$ cat config.mk
export PLATFORM = sky130hd
export DESIGN_NAME = glmmg_cell
export DESIGN_NICKNAME = d
export VERILOG_FILES = /design/src/sv/glm_minibatch_gradient_assert.svh /design/src/sv/glmmg_pkg.sv /design/src/sv/glmmg_cell.sv
export SDC_FILE = /design/constraint.sdc
export NUM_CORES = 2
export LEC_CHECK = 0
export ABC_CLOCK_PERIOD_IN_PS = 19700
export BUFFER_PORTS_ARGS = -buffer_cell sky130_fd_sc_hd__buf_2
export CAP_MARGIN = 20
export CORE_MARGIN = 2
export CORE_UTILIZATION = 64
export DETAILED_ROUTE_END_ITERATION = 10
export PLACE_DENSITY = 0.83
export SLEW_MARGIN = 20
export SYNTH_ARGS = -nofsm -noshare
export SYNTH_HDL_FRONTEND = slang
export SYNTH_SLANG_ARGS = --single-unit
export TNS_END_PERCENT = 30
$ cat constraint.sdc
create_clock -name clock -period 19.7 [get_ports clock]
set_input_delay 3.94 -clock clock [delete_from_list [all_inputs] [get_ports clock]]
set_output_delay 3.94 -clock clock [all_outputs]
set_load 0.03 [all_outputs]
$ cat src/sv/glm_minibatch_gradient_assert.svh
// Assertion macros for the GLM mini-batch gradient block.
// Used by the top level; expects signals named clock and reset in scope.
`ifndef GLM_MINIBATCH_GRADIENT_ASSERT_SVH
`define GLM_MINIBATCH_GRADIENT_ASSERT_SVH

// Same-cycle implication, disabled while in reset.
`define GLMMG_ASSERT_SAME(label, ante, cons, msg) \
   label: assert property (@(posedge clock) disable iff (reset) (ante) |-> (cons)) \
      else $error(msg);

// Next-cycle implication, disabled while in reset.
`define GLMMG_ASSERT_NEXT(label, ante, cons, msg) \
   label: assert property (@(posedge clock) disable iff (reset) (ante) |=> (cons)) \
      else $error(msg);

`endif

$ cat src/sv/glmmg_pkg.sv
// Package for the GLM mini-batch gradient block: codes, chain types,
// saturation helper and the sigmoid table. No dependencies.
`timescale 1ns / 1ps

package glmmg_pkg;

   // Width of the gradient and dot-product accumulators.
   localparam int ACC_W = 56;

   typedef enum logic [1:0] {
      CMD_COEF    = 2'd0,
      CMD_LABEL   = 2'd1,
      CMD_FEATURE = 2'd2,
      CMD_END     = 2'd3
   } cmd_type;

   typedef enum logic [1:0] {
      STAT_OK    = 2'd0,
      STAT_EMPTY = 2'd1,
      STAT_SAT   = 2'd2
   } status_type;

   // Register indexes on the configuration port.
   typedef enum logic {
      REG_MODE   = 1'b0,
      REG_FCOUNT = 1'b1
   } reg_type;

   typedef enum logic [2:0] {
      S_IDLE,
      S_DOT,
      S_RES,
      S_PASS,
      S_DLOAD,
      S_DWAIT,
      S_ZERO
   } state_type;

   // Residual token that walks down the cell chain at row end.
   typedef struct packed {
      logic               valid;
      logic signed [32:0] r;
   } cell_tok_type;

   // Controls broadcast to every cell.
   typedef struct packed {
      logic               buf_we;
      logic [3:0]         buf_idx;
      logic signed [31:0] buf_data;
      logic               shift;
      logic               clear;
      logic [4:0]         nf;
   } cell_bcast_type;

   typedef logic [15:0] sig_rom_type [256];

   localparam logic [31:0] EXP_STEP = 32'd4034748382;

   // Saturate a wide sum to the signed accumulator range.
   function automatic logic signed [ACC_W-1:0] sat56(input logic signed [65:0] v);
      logic signed [65:0] hi;
      logic signed [65:0] lo;
      hi = 66'sd36028797018963967;
      lo = -66'sd36028797018963968;
      if (v > hi) return hi[ACC_W-1:0];
      if (v < lo) return lo[ACC_W-1:0];
      return v[ACC_W-1:0];
   endfunction

   // Sigmoid over [-8,8) in steps of 1/16, Q0.16, rounded to nearest.
   // Built from e^(-m/16) in Q0.32 with a restoring long division.
   function automatic sig_rom_type build_sig_rom();
      sig_rom_type rom;
      logic [63:0] e [129];
      logic [95:0] p;
      logic [63:0] ev;
      logic [63:0] den;
      logic [63:0] num;
      logic [63:0] n;
      logic [63:0] q;
      logic [63:0] rem;
      e[0] = 64'd1 << 32;
      for (int k = 1; k <= 128; k++) begin
         p = {32'b0, e[k-1]} * {64'b0, EXP_STEP} + (96'd1 << 31);
         e[k] = p[95:32];
      end
      for (int k = 0; k < 256; k++) begin
         ev  = (k < 128) ? e[128-k] : e[k-128];
         den = (64'd1 << 32) + ev;
         num = (k < 128) ? (ev << 16) : (64'd1 << 48);
         n   = num + (den >> 1);
         q   = '0;
         rem = '0;
         for (int b = 63; b >= 0; b--) begin
            rem = {rem[62:0], n[b]};
            if (rem >= den) begin
               rem  = rem - den;
               q[b] = 1'b1;
            end
         end
         rom[k] = q[15:0];
      end
      return rom;
   endfunction

   localparam sig_rom_type SIG_ROM = build_sig_rom();

endpackage

$ cat src/sv/glmmg_cell.sv
// One lane of the gradient chain: buffered feature, accumulator, residual pass.
// Depends on glmmg_pkg.
`timescale 1ns / 1ps

module glmmg_cell
   import glmmg_pkg::*;
#(
   parameter int LANE      = 0,
   parameter int FRAC_BITS = 16
) (
   input  logic                     clock,
   input  logic                     reset,
   input  cell_bcast_type           bcast,
   input  cell_tok_type             tok_in,
   output cell_tok_type             tok_out,
   input  logic signed [ACC_W-1:0]  sum_in,
   output logic signed [ACC_W-1:0]  sum_out
);

   logic signed [31:0]      buf_ff;
   logic signed [ACC_W-1:0] sum_ff;
   logic signed [ACC_W-1:0] sum_in_nxt;
   logic signed [64:0]      prod_ff;
   logic signed [64:0]      prod_in;
   logic                    pend_ff;
   logic                    active;
   cell_tok_type            tok_ff;

   assign active  = (5'(LANE) < bcast.nf);
   assign prod_in = tok_in.r * buf_ff;

   // Floor-shifted product added into the saturating accumulator.
   assign sum_in_nxt = sat56(66'(sum_ff) + 66'(prod_ff >>> FRAC_BITS));

   // Feature buffer; its reset value is never read.
   always_ff @(posedge clock) begin
      if (bcast.buf_we && (bcast.buf_idx == 4'(LANE))) begin
         buf_ff <= bcast.buf_data;
      end
   end

   // Token stage and product register.
   always_ff @(posedge clock) begin
      if (reset) begin
         tok_ff  <= '0;
         pend_ff <= 1'b0;
      end else begin
         tok_ff  <= tok_in;
         pend_ff <= tok_in.valid && active;
      end
   end

   always_ff @(posedge clock) begin
      prod_ff <= prod_in;
   end

   // Accumulator: clear, shift toward the head, or add the product.
   always_ff @(posedge clock) begin
      if (reset || bcast.clear) begin
         sum_ff <= '0;
      end else if (bcast.shift) begin
         sum_ff <= sum_in;
      end else if (pend_ff) begin
         sum_ff <= sum_in_nxt;
      end
   end

   assign tok_out = tok_ff;
   assign sum_out = sum_ff;

endmodule

==> impl_metrics.json <==
{
  "final_cells": 5829,
  "seq_area_sq_mm": 0.003765,
  "io_pins": 226,
  "route.detailed.drc": 0,
  "clk_latency_ns": 0.51,
  "grt_pass1_wl_mm": 194.9,
  "die_y_um": 269.8,
  "ctsRootBufferMaster": "clkbuf_16",
  "synth.most_common_cell": "fa_1",
  "start_util": 0.6457,
  "track_usage": 0.3447,
  "hold_viol": 0,
  "cts.clk_slew.worst_paths_ns": 0.10,
  "gp_congestion": 0.9739,
  "wl_per_cell_um": 20.67,
  "outcome": "complete, no violations",
  "port-buffer-count": 225,
  "place_inst": 5796,
  "numCtsBuffers": 17,
  "required_ns": 20.13,
  "ys_seq_elements": 172,
  "ys_seq_area_frac": 0.08323,
  "htree_levels": 4,
  "antenna_found_initial": 1,
  "ant_nets": 0,
  "hp-start": "sum_out[49]$_SDFFE_PP0P_",
  "synthTopCellsByArea": "fa_1 (49%), inv_1 (8.3%), and2_1 (7.3%), ha_1 (6.6%), dfxtp_1 (6.2%)",
  "path_class": "input pin to flip-flop",
  "maxSlewHeadroom": 0.3219,
  "ys_warn_count": 0,
  "met2WireLength_mm": 57.89,
  "avgViaCountPerCell": 5.801,
  "synthCells": 4850,
  "wirelength_mm": 120.5,
  "finalSetupTns_ns": 0,
  "met3_length_mm": 9.723,
  "postCtsSetupBuffers": 0,
  "final_layout_size_suffix_gt1_frac": 0.06710,
  "synth-edff-count": 32,
  "period_share": 0.5971,
  "rrSetupSlack_ns": 11.21,
  "fillers": 5360,
  "holdBufCountCts": 0,
  "nets": 6361,
  "ys_types": 75,
  "drtIter0Drc": 2600,
  "synthTopCellsByCount": "fa_1 (1112), inv_1 (996), nand2_1 (601), and2_1 (530), clkbuf_1 (239)",
  "worstHoldPathType": "flip-flop to flip-flop",
  "synthFlopType": "dfxtp_1",
  "skew_ns": 0.03074,
  "fp-row-count": 97,
  "syn2layout_area_growth_pct": 4.812,
  "cts_buffer_depth": 2,
  "cp-end-kind": "flip-flop",
  "grt_pass1_vias": 36430,
  "r2r-end": "prod_ff[61]$_DFF_P_",
  "cts_tree": "done",
  "drt-met1-wl_mm": 45.18,
  "cp_max_fo": 33,
  "synthesis.nets": 6336,
  "rsz0062_at_grt": "false",
  "tightest_slew_ns": 1.017,
  "r2r_start": "buf_ff[5]$_DFFE_PP_",
  "design.die.area_sq_mm": 0.07280,
  "reg2reg_depth": 27,
  "grt-ovfl-total": 0,
  "dp_hpwl_mm": 95.06,
  "highest_layer": "met4",
  "cp_data_arrival_time_ns": 12.19,
  "yosysTopAreaCell": "fa_1",
  "die_w_um": 269.8,
  "grt_max_degree": 114,
  "slew_viol_final": 0,
  "syn_area_per_cell_sq_um": 9.324,
  "synth_area_sq_mm": 0.04522,
  "hold_depth": 2,
  "postSynth.asyncResetShare": 0,
  "num_vias": 33810,
  "core_sq_mm": 0.07003,
  "hold_end": "sum_out[49]$_SDFFE_PP0P_",
  "fmax_ghz": 0.08501,
  "dr.pass1.iters": 5,
  "start_kind": "input pin",
  "cts_resized": 0,
  "cts.sinks": 172,
  "setup_viol": 0,
  "fin_crit_ns": 11.76,
  "synth_top_area_share": 0.4923,
  "multiInputGateArea_sq_mm": 0.03668,
  "drv_cap": 0
}
worst max-delay path by stage:
stage / endpoint / from / cells after the start
6_report: prod_ff[61]$_DFF_P_ / tok_in[32] / 27
5_1_grt: prod_ff[61]$_DFF_P_ / tok_in[32] / 27
4_1_cts: prod_ff[61]$_DFF_P_ / tok_in[32] / 27
3_5_place_dp: prod_ff[61]$_DFF_P_ / tok_in[32] / 27
3_3_place_gp: prod_ff[61]$_DFF_P_ / tok_in[32] / 27
2_1_floorplan: prod_ff[61]$_DFF_P_ / tok_in[32] / 27
layer usage:
metal  up-vias  track usage
li1      14500            -
met1     17250       0.4440
met2      1656       0.5594
met3       405      0.05388
met4         0       0.2004
met5         -            0
stage by stage:
step | instance area (sq um) | setup slack [ns] | hold slack, ns | util
2_1_floorplan | 45220 | 8.600 | 0.6093 | -
3_3_place_gp | 46800 | 7.639 | 0.6209 | 0.6683
3_5_place_dp | 46800 | 7.440 | 0.6373 | 0.6683
4_1_cts | 47390 | 7.973 | 0.6472 | 0.6768
5_1_grt | 47400 | 7.352 | 0.6651 | 0.6768
6_report | 47400 | 7.936 | 0.6444 | 0.6768
flip-flops by register name, indices dropped and copies added, names as in the netlist:
register and count:
sum_out 56, pend_ff 1, prod_ff 49, tok_out 34, buf_ff 32
cell families (layout without fill, tap and decap cells):
kind of cell,after synthesis,in the layout,share of synthesized area
compound gates,472,472,0.06846
xor+xnor,111,111,0.02150
fa+ha+maj,1350,1350,0.5581
buf+inv,1257,1295,0.1056
flops,172,172,0.08323
mux,2,2,0.0004704
other cells,0,1,0
simple gates,1486,1486,0.1626
worst max-delay path: stages:
cell	delay, ns
buf_2	0.51
nand2_1	0.27
inv_1	0.15
fa_1	0.39
inv_1	0.23
fa_1	0.46
inv_1	0.23
fa_1	0.50
fa_1	0.91
inv_1	0.41
fa_1	0.59
inv_1	0.06
fa_1	0.53
inv_1	0.05
fa_1	0.46
fa_1	0.52
inv_1	0.04
ha_1	0.36
a21o_1	0.19
a21o_1	0.16
a21oi_1	0.13
o21ai_0	0.11
a21oi_1	0.16
o21ai_1	0.13
a41oi_1	0.34
nor2b_1	0.20
xnor2_1	0.14
cell usage in the layout (no fill, tap or decap), types with 6 or more instances in the layout:
cell       Yosys  final
a211oi_1      50     50
a211oi_2       9      9
a21boi_0       6      6
a21o_1        61     61
a21oi_1      184    184
a31oi_1       11     11
and2_1       530    529
buf_2         13    224
buf_4          1     42
clkbuf_16      0     17
dfxtp_1      140    139
edfxtp_1      32     32
fa_1        1112   1112
ha_1         238    238
inv_1        996    996
nand2_1      601    601
nand2b_1      13     13
nand3_1       25     25
nand4_1       32     32
nor2_1       172    172
nor2b_1       51     51
nor3_1        20     20
o21a_1        20     20
o21ai_0       52     52
o21ai_1        7      7
o21bai_1      17     17
o31ai_1        9      9
or3_1          6      6
xnor2_1       73     73
xor2_1        38     38
cell type report:
cell class / instances / share of cell area
multi-input combinational: 3421 / 0.7739
sequential: 172 / 0.07943
inverter: 997 / 0.07896
timing repair buffer: 266 / 0.03031
tap: 940 / 0.02482
clock buffer: 18 / 0.009055
clock inverter: 14 / 0.003432
antenna: 1 / 0.00005280
Power is not shown: default switching activity piles up to over one toggle a cycle in this logic, so the estimate is an artifact.
