`config.mk`:
```
export PLATFORM = sky130hd
export DESIGN_NAME = glmmg_div
export DESIGN_NICKNAME = d
export VERILOG_FILES = /design/src/sv/glm_minibatch_gradient_assert.svh /design/src/sv/glmmg_pkg.sv /design/src/sv/glmmg_div.sv
export SDC_FILE = /design/constraint.sdc
export NUM_CORES = 1
export LEC_CHECK = 0
export BUFFER_PORTS_ARGS = -buffer_cell sky130_fd_sc_hd__buf_2
export CELL_PAD_IN_SITES_DETAIL_PLACEMENT = 1
export CELL_PAD_IN_SITES_GLOBAL_PLACEMENT = 2
export CORE_MARGIN = 3
export CORE_UTILIZATION = 30
export DETAILED_ROUTE_END_ITERATION = 8
export PLACE_DENSITY_LB_ADDON = 0.1
export REMOVE_ABC_BUFFERS = 1
export SLEW_MARGIN = 5
export SYNTH_ARGS = -nofsm -noshare
export SYNTH_HDL_FRONTEND = slang
export SYNTH_SLANG_ARGS = --single-unit
```
`constraint.sdc`:
```
create_clock -name clock -period 2.7 [get_ports clock]
set_clock_uncertainty 0.2 [all_clocks]
set_input_delay 0.27 -clock clock [delete_from_list [all_inputs] [get_ports clock]]
set_output_delay 0.27 -clock clock [all_outputs]
set_load 0.02 [all_outputs]
```
`src/sv/glm_minibatch_gradient_assert.svh`:
```
// Assertion macros for the GLM mini-batch gradient block.
// Used by the top level; expects signals named clock and reset in scope.
`ifndef GLM_MINIBATCH_GRADIENT_ASSERT_SVH
`define GLM_MINIBATCH_GRADIENT_ASSERT_SVH

// Same-cycle implication, disabled while in reset.
`define GLMMG_ASSERT_SAME(label, ante, cons, msg) \
   label: assert property (@(posedge clock) disable iff (reset) (ante) |-> (cons)) \
      else $error(msg);

// Next-cycle implication, disabled while in reset.
`define GLMMG_ASSERT_NEXT(label, ante, cons, msg) \
   label: assert property (@(posedge clock) disable iff (reset) (ante) |=> (cons)) \
      else $error(msg);

`endif

```
`src/sv/glmmg_pkg.sv`:
```
// Package for the GLM mini-batch gradient block: codes, chain types,
// saturation helper and the sigmoid table. No dependencies.
`timescale 1ns / 1ps

package glmmg_pkg;

   // Width of the gradient and dot-product accumulators.
   localparam int ACC_W = 56;

   typedef enum logic [1:0] {
      CMD_COEF    = 2'd0,
      CMD_LABEL   = 2'd1,
      CMD_FEATURE = 2'd2,
      CMD_END     = 2'd3
   } cmd_type;

   typedef enum logic [1:0] {
      STAT_OK    = 2'd0,
      STAT_EMPTY = 2'd1,
      STAT_SAT   = 2'd2
   } status_type;

   // Register indexes on the configuration port.
   typedef enum logic {
      REG_MODE   = 1'b0,
      REG_FCOUNT = 1'b1
   } reg_type;

   typedef enum logic [2:0] {
      S_IDLE,
      S_DOT,
      S_RES,
      S_PASS,
      S_DLOAD,
      S_DWAIT,
      S_ZERO
   } state_type;

   // Residual token that walks down the cell chain at row end.
   typedef struct packed {
      logic               valid;
      logic signed [32:0] r;
   } cell_tok_type;

   // Controls broadcast to every cell.
   typedef struct packed {
      logic               buf_we;
      logic [3:0]         buf_idx;
      logic signed [31:0] buf_data;
      logic               shift;
      logic               clear;
      logic [4:0]         nf;
   } cell_bcast_type;

   typedef logic [15:0] sig_rom_type [256];

   localparam logic [31:0] EXP_STEP = 32'd4034748382;

   // Saturate a wide sum to the signed accumulator range.
   function automatic logic signed [ACC_W-1:0] sat56(input logic signed [65:0] v);
      logic signed [65:0] hi;
      logic signed [65:0] lo;
      hi = 66'sd36028797018963967;
      lo = -66'sd36028797018963968;
      if (v > hi) return hi[ACC_W-1:0];
      if (v < lo) return lo[ACC_W-1:0];
      return v[ACC_W-1:0];
   endfunction

   // Sigmoid over [-8,8) in steps of 1/16, Q0.16, rounded to nearest.
   // Built from e^(-m/16) in Q0.32 with a restoring long division.
   function automatic sig_rom_type build_sig_rom();
      sig_rom_type rom;
      logic [63:0] e [129];
      logic [95:0] p;
      logic [63:0] ev;
      logic [63:0] den;
      logic [63:0] num;
      logic [63:0] n;
      logic [63:0] q;
      logic [63:0] rem;
      e[0] = 64'd1 << 32;
      for (int k = 1; k <= 128; k++) begin
         p = {32'b0, e[k-1]} * {64'b0, EXP_STEP} + (96'd1 << 31);
         e[k] = p[95:32];
      end
      for (int k = 0; k < 256; k++) begin
         ev  = (k < 128) ? e[128-k] : e[k-128];
         den = (64'd1 << 32) + ev;
         num = (k < 128) ? (ev << 16) : (64'd1 << 48);
         n   = num + (den >> 1);
         q   = '0;
         rem = '0;
         for (int b = 63; b >= 0; b--) begin
            rem = {rem[62:0], n[b]};
            if (rem >= den) begin
               rem  = rem - den;
               q[b] = 1'b1;
            end
         end
         rom[k] = q[15:0];
      end
      return rom;
   endfunction

   localparam sig_rom_type SIG_ROM = build_sig_rom();

endpackage

```
`src/sv/glmmg_div.sv`:
```
// Restoring divider, one quotient bit per cycle, with Q16.16 saturation.
// Depends on glmmg_pkg.
`timescale 1ns / 1ps

module glmmg_div
   import glmmg_pkg::*;
#(
   parameter int CW = 16
) (
   input  logic                    clock,
   input  logic                    reset,
   input  logic                    start,
   input  logic signed [ACC_W-1:0] dividend,
   input  logic [CW-1:0]           divisor,
   output logic                    done,
   output logic signed [31:0]      quot,
   output logic                    sat
);

   localparam int NW = $clog2(ACC_W);

   logic [ACC_W-1:0] q_ff;
   logic [CW-1:0]    rem_ff;
   logic [NW-1:0]    cnt_ff;
   logic             run_ff;
   logic             done_ff;
   logic             neg_ff;
   logic [CW:0]      trial;
   logic             fits;
   logic             big;
   logic [31:0]      mag;

   assign trial = {rem_ff, q_ff[ACC_W-1]};
   assign fits  = (trial >= {1'b0, divisor});

   // Iterate over the dividend magnitude, most significant bit first.
   always_ff @(posedge clock) begin
      if (reset) begin
         run_ff  <= 1'b0;
         done_ff <= 1'b0;
         cnt_ff  <= '0;
      end else begin
         done_ff <= 1'b0;
         if (start) begin
            run_ff <= 1'b1;
            cnt_ff <= '0;
         end else if (run_ff) begin
            cnt_ff <= cnt_ff + 1'b1;
            if (cnt_ff == NW'(ACC_W - 1)) begin
               run_ff  <= 1'b0;
               done_ff <= 1'b1;
            end
         end
      end
   end

   always_ff @(posedge clock) begin
      if (start) begin
         neg_ff <= dividend[ACC_W-1];
         q_ff   <= dividend[ACC_W-1] ? (ACC_W)'(-dividend) : dividend;
         rem_ff <= '0;
      end else if (run_ff) begin
         q_ff   <= {q_ff[ACC_W-2:0], fits};
         rem_ff <= fits ? CW'(trial - {1'b0, divisor}) : trial[CW-1:0];
      end
   end

   // Truncation toward zero, then clamp to the 32-bit range.
   assign mag = q_ff[31:0];
   always_comb begin
      if (neg_ff) begin
         big = (|q_ff[ACC_W-1:32]) || (q_ff[31] && (|q_ff[30:0]));
         quot = big ? 32'sh8000_0000 : -$signed(mag);
      end else begin
         big = |q_ff[ACC_W-1:31];
         quot = big ? 32'sh7FFF_FFFF : $signed(mag);
      end
   end

   assign sat  = big;
   assign done = done_ff;

endmodule

```
==> run summary <==
CP Data Arrival Time: 2670 ps
syn_area_per_cell: 7.963 µm²
per-cell routed wire length: 18.76 µm
CTS root buf: clkbuf_16
Clock Power Share: 0.316
Tot GR Track Use: 0.1966
Seq/Total Area, Yosys: 0.3285
Hold WC Path Type: input pin to flip-flop
Die H: 155.1 µm
Sw Share: 0.3278
compound-gate portion of the synthesized area: 0.2531
mux cell area share after synthesis: 0.01256
met1 Usage GRT: 0.2450
min Tclk post-route: 3140 ps
DIE WIDTH: 155.1 µm
Pre-antenna DRT Iters: 5
met3 GRT Util: 0.01919
RSZ-0062 raised after global routing: yes
drt total wl: 24970 µm
nets: 1146
drt initial violations: 361
Synth Area in XOR/XNOR: 0.08401
post-route insts no fill: 1331
Final Util: 0.4358
Internal Power: 2.708 mW
clk sinks: 81
TritonCTS clock tree: built
first-pass GRT wire length: 39020 µm
async set-or-reset flop fraction in the synthesized netlist: 0
Synth Area in Simple Gates: 0.2321
Post-Syn Area: 6673 µm²
number of maximum-capacitance violations: 0
Ports: 109
share of cells above drive strength 1: 0.3428
Post-synth EDFFs: 57
Post-DRT Antenna Nets: 0
Worst Tran Pin Value: 863.4 ps
Comb power frac: 0.293
CTS Buf Count: 9
run status: finished with violations
Crit path required time: 2230 ps
#FFs+latches synth: 81
initial antenna violation count: 0
Core Rows: 53
CP max stage cell: or4_4
placed insts: 1304
Die Area: 24070 µm²
Final Hold Vio Count: 0
Netlist cell types: 65
worst-path fanout max: 7
Tot Pwr: 4.028 mW
number of global-route vias before repair: 7557
most frequent cells in the layout: buf_4 (146), nor2_1 (102), a21oi_1 (89), buf_2 (76), nand2_1 (63)
slew margin rel.: 0.4223
failing checks: setup timing
DR vias/cell: 5.451
Pleak: 3.753 nW
Setup-failing EPs final: 33
total number of vias: 7255
most used cell, CP: buf_6
Most Crowded Layer GR: met2
core area: 21420 µm²
crit start category: flip-flop
# DRC: 0
slowest stage delay, CP: 450 ps
Clock Pin Slew Worst Setup and Hold Paths: 60 ps
clock latency at the later pin of the worst-skew pair: 350 ps
Synth Flop Type: edfxtp_1
Area Overhead vs Synth: 39.88%
# port buffers: 108
H-tree lvl count: 3
Routability Congestion: 0.8790
detailed placer's ending HPWL: 18640 µm
adder-cell share of the synthesized area: 0.03863
crit-path cells: or3_4 > or4_4 > nor3_4 > a31oi_2 > buf_6 > buf_6 > a21o_1 > a21oi_2 > buf_4
Final Max Tran Viols: 0
met2 Use GR: 0.3496
largest net degree at the start of global routing: 100
clock buffer depth: 2
Ys Warns: 0
Syn Inst Count: 838
Setup WS post-layout: -440.1 ps
sequential power share: 0.391
Congestion Overflow GR: 0
Starting Density: 0.3115
commonest non-fill, non-tap cell in the layout: buf_4
largest family of logic cells by synthesized area: compound AO/OA/AOI/OAI gates
Final Cycle Share: 1.163
PD cells: 431.6 nW/µm²
Worst setup EP type: output pin
Peak Freq: 318.5 MHz
diode count: 0
Peak VDD IR: 0.2757 mV
critical path type: flip-flop to output pin
Switch Pwr: 1.321 mW
==> final cells by class <==
type	instances	area [µm²]
inverter	37	138.9
clock inverter	4	30.03
multi-input combinational	671	4496
sequential	81	2193
timing repair buffer	251	1864
clock buffer	12	267.8
fill	2584	12090
tap	275	344.1
==> critical path: cells and delay by family, from the launching register on <==
family | cells | cell delay (ps)
compound gates | 3 | 440
simple gates | 3 | 1050
buf+inv | 3 | 460
flops | 1 | 390
==> logic make-up (layout without fill, tap and decap cells) <==
| group | Yosys count | after routing |
|---|---|---|
| xor gates and xnor gates | 64 | 64 |
| adders and majority gates | 20 | 20 |
| and+or+nand+nor | 315 | 315 |
| DFF | 81 | 81 |
| buffers and inverters | 86 | 304 |
| AOI/OAI and AO/OA | 264 | 264 |
| muxes | 8 | 8 |
==> path summary, 6_finish.rpt <==
check / from / endpoint / slack (ps) / cells after the start
min reg2reg: rem_ff[13] / rem_ff[13] / 300 / 2
min: dividend[55] / neg_ff / 110 / 1
max reg2reg: rem_ff[11] / rem_ff[0] / 110 / 7
max: q_ff[18] / quot[26] / -440 / 9
==> flip-flops by register name, summed over array words and instances, names as in the netlist <==
register,flops
rem_ff,16
run_ff,1
neg_ff,1
done,1
q_ff,56
cnt_ff,6
==> cells in the mapped netlist (3+ instances only) <==
cell       count  area, µm²
dfxtp_1       24      480.5
a211o_1        3      26.28
a21o_1         6      45.04
and3_1         6      37.54
inv_1         36      135.1
o211ai_1       6      45.04
mux2_2         3      33.78
o2111ai_1      4      35.03
nor2b_1        5      31.28
ha_1          19      237.7
buf_1          5      18.77
o41ai_2        5      81.33
nand2_1       67      251.5
o31ai_1       21      157.7
xnor2_1        8      70.07
a311oi_1       6      52.55
or3_1         22      137.6
mux2i_1        5      50.05
nand4b_1       4      35.03
a221o_1        5      50.05
nor4_1        21      131.4
or4_1          8      60.06
a31oi_1       10      62.56
nand2b_1       5      31.28
or2_2         13      81.33
nor3_1        15      75.07
a211oi_1       6      45.04
edfxtp_1      57       1712
clkbuf_1      40      150.1
nand3_1       26      130.1
o21ai_0       49      245.2
o41ai_1       12      105.1
a21oi_1      109      545.5
o31a_1         3      26.28
o21a_1         4      30.03
nor2_1       103      386.6
nand4_1        9      56.30
xor2_1        56      490.5
==> power by group through the flow <==
stage	registers (mW)	clock network, mW	logic (mW)
after CTS	1.57	1.29	1.11
after global placement	1.59	0	1.05
after global routing	1.59	1.34	1.30
final	1.57	1.27	1.18
after detailed placement	1.59	0	1.08
after floorplan	1.60	0	0.541
==> layer usage <==
metal  part of all wire  routed length, µm
met1               0.43              10830
met2               0.51              12630
met3              0.024                608
met4              0.036                891
met5                  0                  0
==> timing repair <==
action,in CTS,in global routing
setup endpoints to repair,46,52
hold buffers,1,0
pin swaps,7,25
endpoints found under the hold margin,1,0
setup buffers,2,6
resized for setup,16,128
cloned,0,2
==> stage by stage <==
step	area, µm²	TNS [ps]	setup WS, ps	hold WS [ps]
2_1_floorplan	6471	-16120	-444.3	139.1
3_3_place_gp	8399	-8544	-270.3	256.8
3_5_place_dp	8399	-12200	-356.7	261.7
4_1_cts	8781	-12510	-473.2	93.12
5_1_grt	9334	-14610	-536.9	104.5
6_report	9334	-11620	-440.1	114.5
(Power assumes the default switching activity.)
